--- config.mk ---
export PLATFORM = sky130hd
export DESIGN_NAME = rational_arithmetic_unit
export DESIGN_NICKNAME = d
export VERILOG_FILES = /design/src/rtl/rau_pkg.sv /design/src/rtl/rau_mul.sv /design/src/rtl/rau_addsub.sv /design/src/rtl/rational_arithmetic_unit.sv
export SDC_FILE = /design/constraint.sdc
export NUM_CORES = 2
export LEC_CHECK = 0
export BUFFER_PORTS_ARGS = -buffer_cell sky130_fd_sc_hd__buf_2
export CELL_PAD_IN_SITES_DETAIL_PLACEMENT = 1
export CELL_PAD_IN_SITES_GLOBAL_PLACEMENT = 1
export CORE_UTILIZATION = 40
export CTS_CLUSTER_SIZE = 14
export DETAILED_ROUTE_END_ITERATION = 12
export PLACE_DENSITY_LB_ADDON = 0.15
export SYNTH_ARGS = -nofsm -noshare
export SYNTH_HDL_FRONTEND = slang
export SYNTH_SLANG_ARGS = --single-unit
export TNS_END_PERCENT = 100
--- constraint.sdc ---
create_clock -name clk -period 16.5 [get_ports clk]
set_input_delay 0.825 -clock clk [delete_from_list [all_inputs] [get_ports clk]]
set_output_delay 0.825 -clock clk [all_outputs]
set_load 0.03 [all_outputs]
--- src/rtl/rau_pkg.sv ---
package rau_pkg;

  typedef enum logic [1:0] {
    OP_ADD = 2'd0,
    OP_SUB = 2'd1,
    OP_MUL = 2'd2,
    OP_DIV = 2'd3
  } opcode_t;

  typedef enum logic [1:0] {
    ST_OK       = 2'd0,
    ST_ZERO_DEN = 2'd1,
    ST_OVERFLOW = 2'd2
  } status_t;

  typedef enum logic {
    ALU_ADD = 1'b0,
    ALU_SUB = 1'b1
  } alu_op_t;

endpackage

--- src/rtl/rau_mul.sv ---
module rau_mul #(
  parameter int W = 32
) (
  input  logic           clk,
  input  logic [W-1:0]   a,
  input  logic [W-1:0]   b,
  output logic [2*W-1:0] p
);

  logic [2*W-1:0] p_r;

  always_ff @(posedge clk) begin
    p_r <= {{W{1'b0}}, a} * {{W{1'b0}}, b};
  end

  assign p = p_r;

endmodule

--- src/rtl/rau_addsub.sv ---
module rau_addsub
  import rau_pkg::*;
#(
  parameter int W = 65
) (
  input  alu_op_t      op,
  input  logic [W-1:0] a,
  input  logic [W-1:0] b,
  output logic [W-1:0] res,
  output logic         cout
);

  logic [W:0]   sum;
  logic [W-1:0] b_eff;

  // For a subtraction the carry out is set when a is not below b.
  assign b_eff = (op == ALU_SUB) ? ~b : b;
  assign sum   = {1'b0, a} + {1'b0, b_eff} + (W+1)'(op == ALU_SUB);
  assign res   = sum[W-1:0];
  assign cout  = sum[W];

endmodule

--- src/rtl/rational_arithmetic_unit.sv ---
// Rational arithmetic unit: combines two signed fractions a/b and c/d by add,
// subtract, multiply or divide and returns the result in lowest terms.
// The input beat carries in_opcode and the four operands; only their low
// WIDTH bits are used, read as two's complement. The output beat carries the
// reduced numerator (sign-extended), the positive denominator and a status:
// ok, zero denominator or overflow, the last two with zeroed result fields.
// One item is worked on at a time and in_ready is low meanwhile. The shared
// multiplier forms the cross products in states S_MUL0 to S_MUL3, then one
// add/subtract unit runs a binary GCD loop and two bit-serial divisions of
// 2*WIDTH quotient bits each. A zero denominator or zero numerator skips the
// GCD loop and the divisions.
// The result sits in an output register; a stalled receiver holds it there,
// and a new item may be accepted while it waits, but the next result waits
// for that register to empty. Reset empties the output and returns to idle.
module rational_arithmetic_unit
  import rau_pkg::*;
#(
  parameter int WIDTH = 32
) (
  input  logic        clk,
  input  logic        rst_n,
  input  logic        in_valid,
  output logic        in_ready,
  input  logic [1:0]  in_opcode,
  input  logic [31:0] in_num_a,
  input  logic [31:0] in_den_a,
  input  logic [31:0] in_num_b,
  input  logic [31:0] in_den_b,
  output logic        out_valid,
  input  logic        out_ready,
  output logic [31:0] out_result_num,
  output logic [30:0] out_result_den,
  output logic [1:0]  out_status
);

  localparam int DW = 2 * WIDTH;
  localparam int AW = DW + 1;
  localparam int CW = $clog2(DW);
  localparam logic [DW-1:0] LIM    = DW'(1) << (WIDTH - 1);
  localparam logic [DW-1:0] LIM_M1 = LIM - DW'(1);
  localparam logic [CW-1:0] CNT_LAST = CW'(DW - 1);

  typedef enum logic [11:0] {
    S_IDLE  = 12'b0000_0000_0001,
    S_MUL0  = 12'b0000_0000_0010,
    S_MUL1  = 12'b0000_0000_0100,
    S_MUL2  = 12'b0000_0000_1000,
    S_MUL3  = 12'b0000_0001_0000,
    S_COMB  = 12'b0000_0010_0000,
    S_CHECK = 12'b0000_0100_0000,
    S_TWO   = 12'b0000_1000_0000,
    S_GCD   = 12'b0001_0000_0000,
    S_DIVN  = 12'b0010_0000_0000,
    S_DIVD  = 12'b0100_0000_0000,
    S_OUT   = 12'b1000_0000_0000
  } state_t;

  function automatic logic [WIDTH-1:0] mag_of(input logic [WIDTH-1:0] v);
    return v[WIDTH-1] ? (~v + WIDTH'(1)) : v;
  endfunction

  state_t state_r, state_nxt;

  opcode_t          op_r;
  logic [WIDTH-1:0] na_r, da_r, nb_r, db_r;
  logic             na_s_r, da_s_r, nb_s_r, db_s_r;
  logic [DW-1:0]    pa_r, pb_r, pc_r;
  logic             pa_s_r, pb_s_r;
  logic [DW-1:0]    num_r, den_r, u_r, v_r, q_r, rem_r;
  logic             res_neg_r;
  logic [CW-1:0]    cnt_r;
  status_t          stat_r;

  logic             out_valid_r;
  logic [31:0]      out_num_r;
  logic [30:0]      out_den_r;
  status_t          out_stat_r;

  logic [WIDTH-1:0] mul_a, mul_b;
  logic [DW-1:0]    mul_p;
  alu_op_t          alu_op;
  logic [AW-1:0]    alu_a, alu_b, alu_res;
  logic             alu_nb;
  logic [DW-1:0]    alu_low;
  logic             diff_zero;
  logic             sign_diff;
  logic             cnt_last;
  logic [DW-1:0]    q_step, rem_step;
  logic             slot_free;
  logic             ovf;
  logic [WIDTH-1:0] num_w;

  rau_mul #(.W(WIDTH)) u_mul (
    .clk (clk),
    .a   (mul_a),
    .b   (mul_b),
    .p   (mul_p)
  );

  rau_addsub #(.W(AW)) u_alu (
    .op   (alu_op),
    .a    (alu_a),
    .b    (alu_b),
    .res  (alu_res),
    .cout (alu_nb)
  );

  assign in_ready  = (state_r == S_IDLE);
  assign alu_low   = alu_res[DW-1:0];
  assign diff_zero = (alu_low == '0);
  assign sign_diff = (pa_s_r != pb_s_r);
  assign cnt_last  = (cnt_r == CNT_LAST);
  assign slot_free = !out_valid_r || out_ready;

  // One restoring division step: shift in the next dividend bit, subtract if it fits.
  assign q_step   = {q_r[DW-2:0], alu_nb};
  assign rem_step = alu_nb ? alu_low : {rem_r[DW-2:0], q_r[DW-1]};

  always_comb begin
    mul_a = da_r;
    mul_b = db_r;
    case (state_r)
      S_MUL0: begin
        mul_a = na_r;
        mul_b = (op_r == OP_MUL) ? nb_r : db_r;
      end
      S_MUL1: begin
        mul_a = nb_r;
        mul_b = da_r;
      end
      default: begin
        mul_a = da_r;
        mul_b = db_r;
      end
    endcase
  end

  always_comb begin
    alu_op = ALU_SUB;
    alu_a  = {1'b0, u_r};
    alu_b  = {1'b0, v_r};
    case (state_r)
      S_COMB: begin
        alu_op = sign_diff ? ALU_SUB : ALU_ADD;
        alu_a  = {1'b0, pa_r};
        alu_b  = {1'b0, pb_r};
      end
      S_DIVN, S_DIVD: begin
        alu_a = {rem_r, q_r[DW-1]};
        alu_b = {1'b0, u_r};
      end
      default: begin
        alu_a = {1'b0, u_r};
        alu_b = {1'b0, v_r};
      end
    endcase
  end

  always_comb begin
    state_nxt = state_r;
    unique case (state_r)
      S_IDLE:  if (in_valid) state_nxt = S_MUL0;
      S_MUL0:  state_nxt = S_MUL1;
      S_MUL1:  state_nxt = S_MUL2;
      S_MUL2:  state_nxt = S_MUL3;
      S_MUL3:  state_nxt = S_COMB;
      S_COMB: begin
        if (!((op_r == OP_ADD || op_r == OP_SUB) && sign_diff && !alu_nb)) begin
          state_nxt = S_CHECK;
        end
      end
      S_CHECK: begin
        if (den_r == '0 || num_r == '0) state_nxt = S_OUT;
        else                            state_nxt = S_TWO;
      end
      S_TWO:   if (num_r[0] || den_r[0]) state_nxt = S_GCD;
      S_GCD:   if (u_r[0] && v_r[0] && alu_nb && diff_zero) state_nxt = S_DIVN;
      S_DIVN:  if (cnt_last) state_nxt = S_DIVD;
      S_DIVD:  if (cnt_last) state_nxt = S_OUT;
      S_OUT:   if (slot_free) state_nxt = S_IDLE;
      default: state_nxt = S_IDLE;
    endcase
  end

  always_ff @(posedge clk) begin
    if (!rst_n) begin
      state_r <= S_IDLE;
    end else begin
      state_r <= state_nxt;
    end
  end

  always_ff @(posedge clk) begin
    case (state_r)
      S_IDLE: begin
        if (in_valid) begin
          op_r   <= opcode_t'(in_opcode);
          na_r   <= mag_of(in_num_a[WIDTH-1:0]);
          da_r   <= mag_of(in_den_a[WIDTH-1:0]);
          nb_r   <= mag_of(in_num_b[WIDTH-1:0]);
          db_r   <= mag_of(in_den_b[WIDTH-1:0]);
          na_s_r <= in_num_a[WIDTH-1];
          da_s_r <= in_den_a[WIDTH-1];
          nb_s_r <= in_num_b[WIDTH-1];
          db_s_r <= in_den_b[WIDTH-1];
        end
      end
      S_MUL1: begin
        pa_r   <= mul_p;
        pa_s_r <= (op_r == OP_MUL) ? (na_s_r ^ nb_s_r) : (na_s_r ^ db_s_r);
      end
      S_MUL2: begin
        pb_r   <= mul_p;
        pb_s_r <= nb_s_r ^ da_s_r ^ (op_r == OP_SUB);
      end
      S_MUL3: begin
        pc_r <= mul_p;
      end
      S_COMB: begin
        stat_r <= ST_OK;
        case (op_r) inside
          OP_ADD, OP_SUB: begin
            if (sign_diff && !alu_nb) begin
              // Larger magnitude goes first so that the subtraction cannot borrow.
              pa_r   <= pb_r;
              pb_r   <= pa_r;
              pa_s_r <= pb_s_r;
              pb_s_r <= pa_s_r;
            end else begin
              num_r     <= alu_low;
              den_r     <= pc_r;
              res_neg_r <= pa_s_r ^ da_s_r ^ db_s_r;
            end
          end
          OP_MUL: begin
            num_r     <= pa_r;
            den_r     <= pc_r;
            res_neg_r <= pa_s_r ^ da_s_r ^ db_s_r;
          end
          default: begin
            num_r     <= pa_r;
            den_r     <= pb_r;
            res_neg_r <= pa_s_r ^ pb_s_r;
          end
        endcase
      end
      S_CHECK: begin
        if (den_r == '0) begin
          stat_r <= ST_ZERO_DEN;
        end else if (num_r == '0) begin
          den_r <= DW'(1);
        end
      end
      S_TWO: begin
        // Common factors of two are stripped before the odd GCD loop.
        if (!num_r[0] && !den_r[0]) begin
          num_r <= num_r >> 1;
          den_r <= den_r >> 1;
        end else begin
          u_r <= num_r;
          v_r <= den_r;
        end
      end
      S_GCD: begin
        if (!u_r[0]) begin
          u_r <= u_r >> 1;
        end else if (!v_r[0]) begin
          v_r <= v_r >> 1;
        end else if (!alu_nb) begin
          u_r <= v_r;
          v_r <= u_r;
        end else if (!diff_zero) begin
          u_r <= {1'b0, alu_low[DW-1:1]};
        end else begin
          q_r   <= num_r;
          rem_r <= '0;
          cnt_r <= '0;
        end
      end
      S_DIVN: begin
        if (cnt_last) begin
          num_r <= q_step;
          q_r   <= den_r;
          rem_r <= '0;
          cnt_r <= '0;
        end else begin
          q_r   <= q_step;
          rem_r <= rem_step;
          cnt_r <= cnt_r + CW'(1);
        end
      end
      S_DIVD: begin
        q_r   <= q_step;
        rem_r <= rem_step;
        cnt_r <= cnt_r + CW'(1);
        if (cnt_last) begin
          den_r <= q_step;
        end
      end
      default: begin
      end
    endcase
  end

  assign ovf   = (den_r > LIM_M1) || (res_neg_r ? (num_r > LIM) : (num_r > LIM_M1));
  assign num_w = res_neg_r ? (~num_r[WIDTH-1:0] + WIDTH'(1)) : num_r[WIDTH-1:0];

  always_ff @(posedge clk) begin
    if (!rst_n) begin
      out_valid_r <= 1'b0;
    end else if (state_r == S_OUT && slot_free) begin
      out_valid_r <= 1'b1;
    end else if (out_ready) begin
      out_valid_r <= 1'b0;
    end
  end

  always_ff @(posedge clk) begin
    if (state_r == S_OUT && slot_free) begin
      if (stat_r == ST_ZERO_DEN) begin
        out_num_r  <= '0;
        out_den_r  <= '0;
        out_stat_r <= ST_ZERO_DEN;
      end else if (ovf) begin
        out_num_r  <= '0;
        out_den_r  <= '0;
        out_stat_r <= ST_OVERFLOW;
      end else begin
        out_num_r  <= 32'($signed(num_w));
        out_den_r  <= 31'(den_r[WIDTH-2:0]);
        out_stat_r <= ST_OK;
      end
    end
  end

  assign out_valid      = out_valid_r;
  assign out_result_num = out_num_r;
  assign out_result_den = out_den_r;
  assign out_status     = out_stat_r;

  a_ok_den_nonzero: assert property (@(posedge clk) disable iff (!rst_n)
    out_valid && out_status == ST_OK |-> out_result_den != '0)
    else $error("ok result with a zero denominator");

  a_fail_zeroed: assert property (@(posedge clk) disable iff (!rst_n)
    out_valid && out_status != ST_OK |-> out_result_num == '0 && out_result_den == '0)
    else $error("failed result with non-zero fields");

  a_one_at_a_time: assert property (@(posedge clk) disable iff (!rst_n)
    in_valid && in_ready |=> !in_ready)
    else $error("second item taken while one is in progress");

  a_divisor_nonzero: assert property (@(posedge clk) disable iff (!rst_n)
    state_r == S_DIVN || state_r == S_DIVD |-> u_r != '0)
    else $error("division by a zero GCD");

endmodule
==> metrics.md <==
| Metric | Value |
|---|---|
| TritonCTS buffer count | approximately 100 |
| Most frequent cells in the layout | 1375 x nand2_1, 1015 x inv_1, 897 x fa_1 |
| H-tree levels | 3 |
| CP max-delay cell | a221oi_4 |
| Final nets | 9603 |
| Clk buf depth | 3 |
| Mux contribution to synthesized area | 2.08% |
| CP peak stage delay | roughly 1.1 ns |
| Final hold viol count | 0 |
| Clock transition at path regs | ~0.070 ns |
| Setup Fix Bufs, Post-CTS | 0 |
| Routed Antenna Nets | 0 |
| Io pins | between 200 and 250 |
| Clock latency on the worst-skew pair | roughly 0.76 ns |
| Reg2reg end | u_mul.p[62] |
| Residual DRC | 0 |
| Final design utilization | 44.0% |
| Post-Synth Simple-Gate Area | between 10% and 20% |
| Post-synth ARST share | 0% |
| Critical Path End Type | flip-flop |
| Outcome | finished clean |
| R2r startpoint | state_r[8] |
| Final period util | between 80% and 90% |
| Number of enable flip-flop cells after synthesis | ~790 |
| Largest family of logic cells by synthesized area | adder cells |
| Worst-case clock skew | approximately 0.064 ns |
| Global Route Usage Sum | between 20% and 30% |
| Worst slew pin tran | between 1 and 1.5 ns |
| Total gr overflow | 0 |
| Min-Delay Path Class | in -> reg |
| Vias in the first global route | just under 70000 |
| DR vias | about 63000 |
| Post-Syn Area | 78400 µm² |
| DIE AREA | 198000 µm² |
| Max_cap viols | 0 |
| CP top delay family | adder cells |
| Area occupied by registers | roughly 25000 µm² |
| Die X | 445 µm |
| Fill count | 22000 |
| Routability cong. | 0.953 |
| Initial Util | 40.3% |
| Reg2reg path depth | 40 |
| Rel. slew slack | between 15 and 20% |
| Most common cell after layout, fill and taps aside | nand2_1 |
| Worst setup path endpoint | u_mul.p[62] |
| Top_reg_cell synth | edfxtp_1 |
| Unique masters post-synth | 90 |
| Antenna violations before repair | 9 |
| Largest net degree at the start of global routing | between 90 and 100 |
| 1st-iter DRT viols | approximately 5200 |
| Clock Sinks | roughly 860 |
| CP bufs+invs | 8 |
| Cells after synthesis | approximately 8300 |
| Final setup TNS | 0 ns |
| Vias per std cell | roughly 5.7 |
| Post-layout min period | between 10 and 15 ns |
| Worst endpoint required time | 17.14 ns |
| Area of the multi-input gates | slightly below 50000 µm² |
| # rows | between 150 and 200 |
| Crit path top cell by count | fa_1 |
| XOR/XNOR Fraction of Synth Area | between 3 and 4% |
| Synthesized flop and latch total | approximately 860 |
| WP data arrival | 14.36 ns |
| Layout cell share with drive strength beyond 1 | just over 7% |
| Worst path depth | 40 |
| Post-DP HPWL | 217000 µm |
| Syn Area/Cell | 9.45 µm² |
| PortBufs | 200 |
| Setup-failing EPs final | 0 |
| First-pass DRT Iterations | 9 |
| Die height | 445 µm |
| Post-Synth Adder-Cell Area | between 20% and 30% |
| R2r setup slk | 2.78 ns |
| Synth warnings | 0 |
| Critical path peak fanout | just over 60 |
| Critical path launch point type | flip-flop |
| RSZ-0062 raised after global routing | false |
| Routed wire per std cell | around 27 µm |
| Count of final max-slew check failures | 0 |
| Root buffer cell | clkbuf_16 |
| Sequential-to-total area share from yosys stat | between 30% and 40% |
| CP startpoint | state_r[8] |
| First-pass GRT wire length | ~440000 µm |
| Max Clk Rate | 72.9 MHz |
| Post-CTS resize count | 0 |
| Area growth, synth to finish | 9.31% |
| Post-Route WL | just under 300000 µm |
| CTS tree | built |
| Crit path kind | reg -> reg |
| Worst hold margin | about 0.28 ns |
| Synthesized Nets | about 9700 |
| Count of hold-fix buffers inserted at cts | 0 |
| Placeable Area | a little under 200000 µm² |
| Compound-gate portion of the synthesized area | 11.5% |
[metrics by stage]
step	worst slack (ns)	instance area [µm²]	instances
floorplan	3.83	78400	8302
global placement	3.34	82400	10800
detailed placement	2.89	82400	10800
CTS	2.89	85700	10900
global route	2.14	85700	10900
finish	2.78	85700	10900
[layout make-up]
class | instances | area share, %
multi-input cells | 5925 | 56.1
flip-flops and latches | 862 | 29.3
inverters | 1017 | 4.46
well taps | 2624 | 3.83
clock buffers | 139 | 3.29
repair buffers | 334 | 2.37
clock inverters | 45 | 0.622
diodes | 2 | 0.00584
[worst register-to-register path, delay by kind of cell, from the launching register on]
family / cells / cell delay (ns)
adders and majority gates: 9 / 4.47
AOI/OAI and AO/OA: 12 / 4.27
and+or+nand+nor: 10 / 3.25
buffers and inverters: 8 / 1.15
DFF: 1 / 0.35
xor gates and xnor gates: 1 / 0.14
[state kept, by name, indices dropped and copies added (netlist names), 12 cells and up]
signal and count:
da_r 32, db_r 32, den_r 64, na_r 32, nb_r 32, num_r 64, out_result_den 31, out_result_num 32
pa_r 64, pb_r 64, pc_r 64, q_r 64, rem_r 64, state_r 12, u_mul.p 64, u_r 64
v_r 64
[worst min path at each step]
stage | start | endpoint | slack [ns] | depth (start not counted)
final | in_opcode[0] | op_r[0] | 0.28 | 1
after global routing | in_opcode[1] | op_r[1] | 0.24 | 1
after CTS | in_opcode[0] | op_r[0] | 0.23 | 1
after detailed placement | u_mul.p[33] | pc_r[33] | 0.41 | 0
after global placement | u_mul.p[33] | pc_r[33] | 0.41 | 0
after floorplan | u_mul.p[0] | pc_r[0] | 0.41 | 0
[metal layers]
metal  track usage (%)  routed length, µm  vias to the layer above
met5                 0                 27                        -
met4              12.2              13500                        4
met3              4.08              18400                      537
met2              49.0             137000                     2179
met1              38.6             123000                    32600
li1                  -                  -                    27500
[cell usage after synthesis, drive strengths merged, types with 6 or more instances]
library cell,instances,area share (%)
a211oi,17,0.17
or3,37,0.30
a31oi,17,0.14
a21oi,363,2.3
a221oi,96,1.1
a21boi,11,0.11
nor3,36,0.23
mux2i,162,2.1
a22oi,160,1.5
o21ai,392,2.5
nor4b,8,0.097
and2,83,0.66
edfxtp,785,30
nand3,108,0.69
xnor2,275,3.1
xor2,66,0.74
o21a,12,0.11
a22o,6,0.067
fa,897,23
or2,17,0.14
ha,333,5.3
nand4,37,0.30
nand2,1380,6.6
nor4,41,0.36
a222oi,63,0.80
o41ai,21,0.23
and3,41,0.33
buf,44,0.23
a21o,63,0.60
nor2b,19,0.15
nor3b,8,0.089
nand2b,42,0.34
clkbuf,454,2.2
o21bai,32,0.31
inv,1017,4.9
dfxtp,77,2.0
a221o,29,0.37
nand3b,6,0.057
o31ai,46,0.45
or4,27,0.26
o211ai,11,0.11
nor2,895,4.3
[cells by family after synthesis]
kind of cell / Yosys count
AO/OA/AOI/OAI: 1388
XOR/XNOR: 341
multiplexers: 163
AND/OR/NAND/NOR: 2803
buffers and inverters: 1515
flip-flops: 862
adder cells (fa/ha/maj): 1230
Power is not shown: default switching activity piles up to over one toggle a cycle in this logic, so the estimate is an artifact.
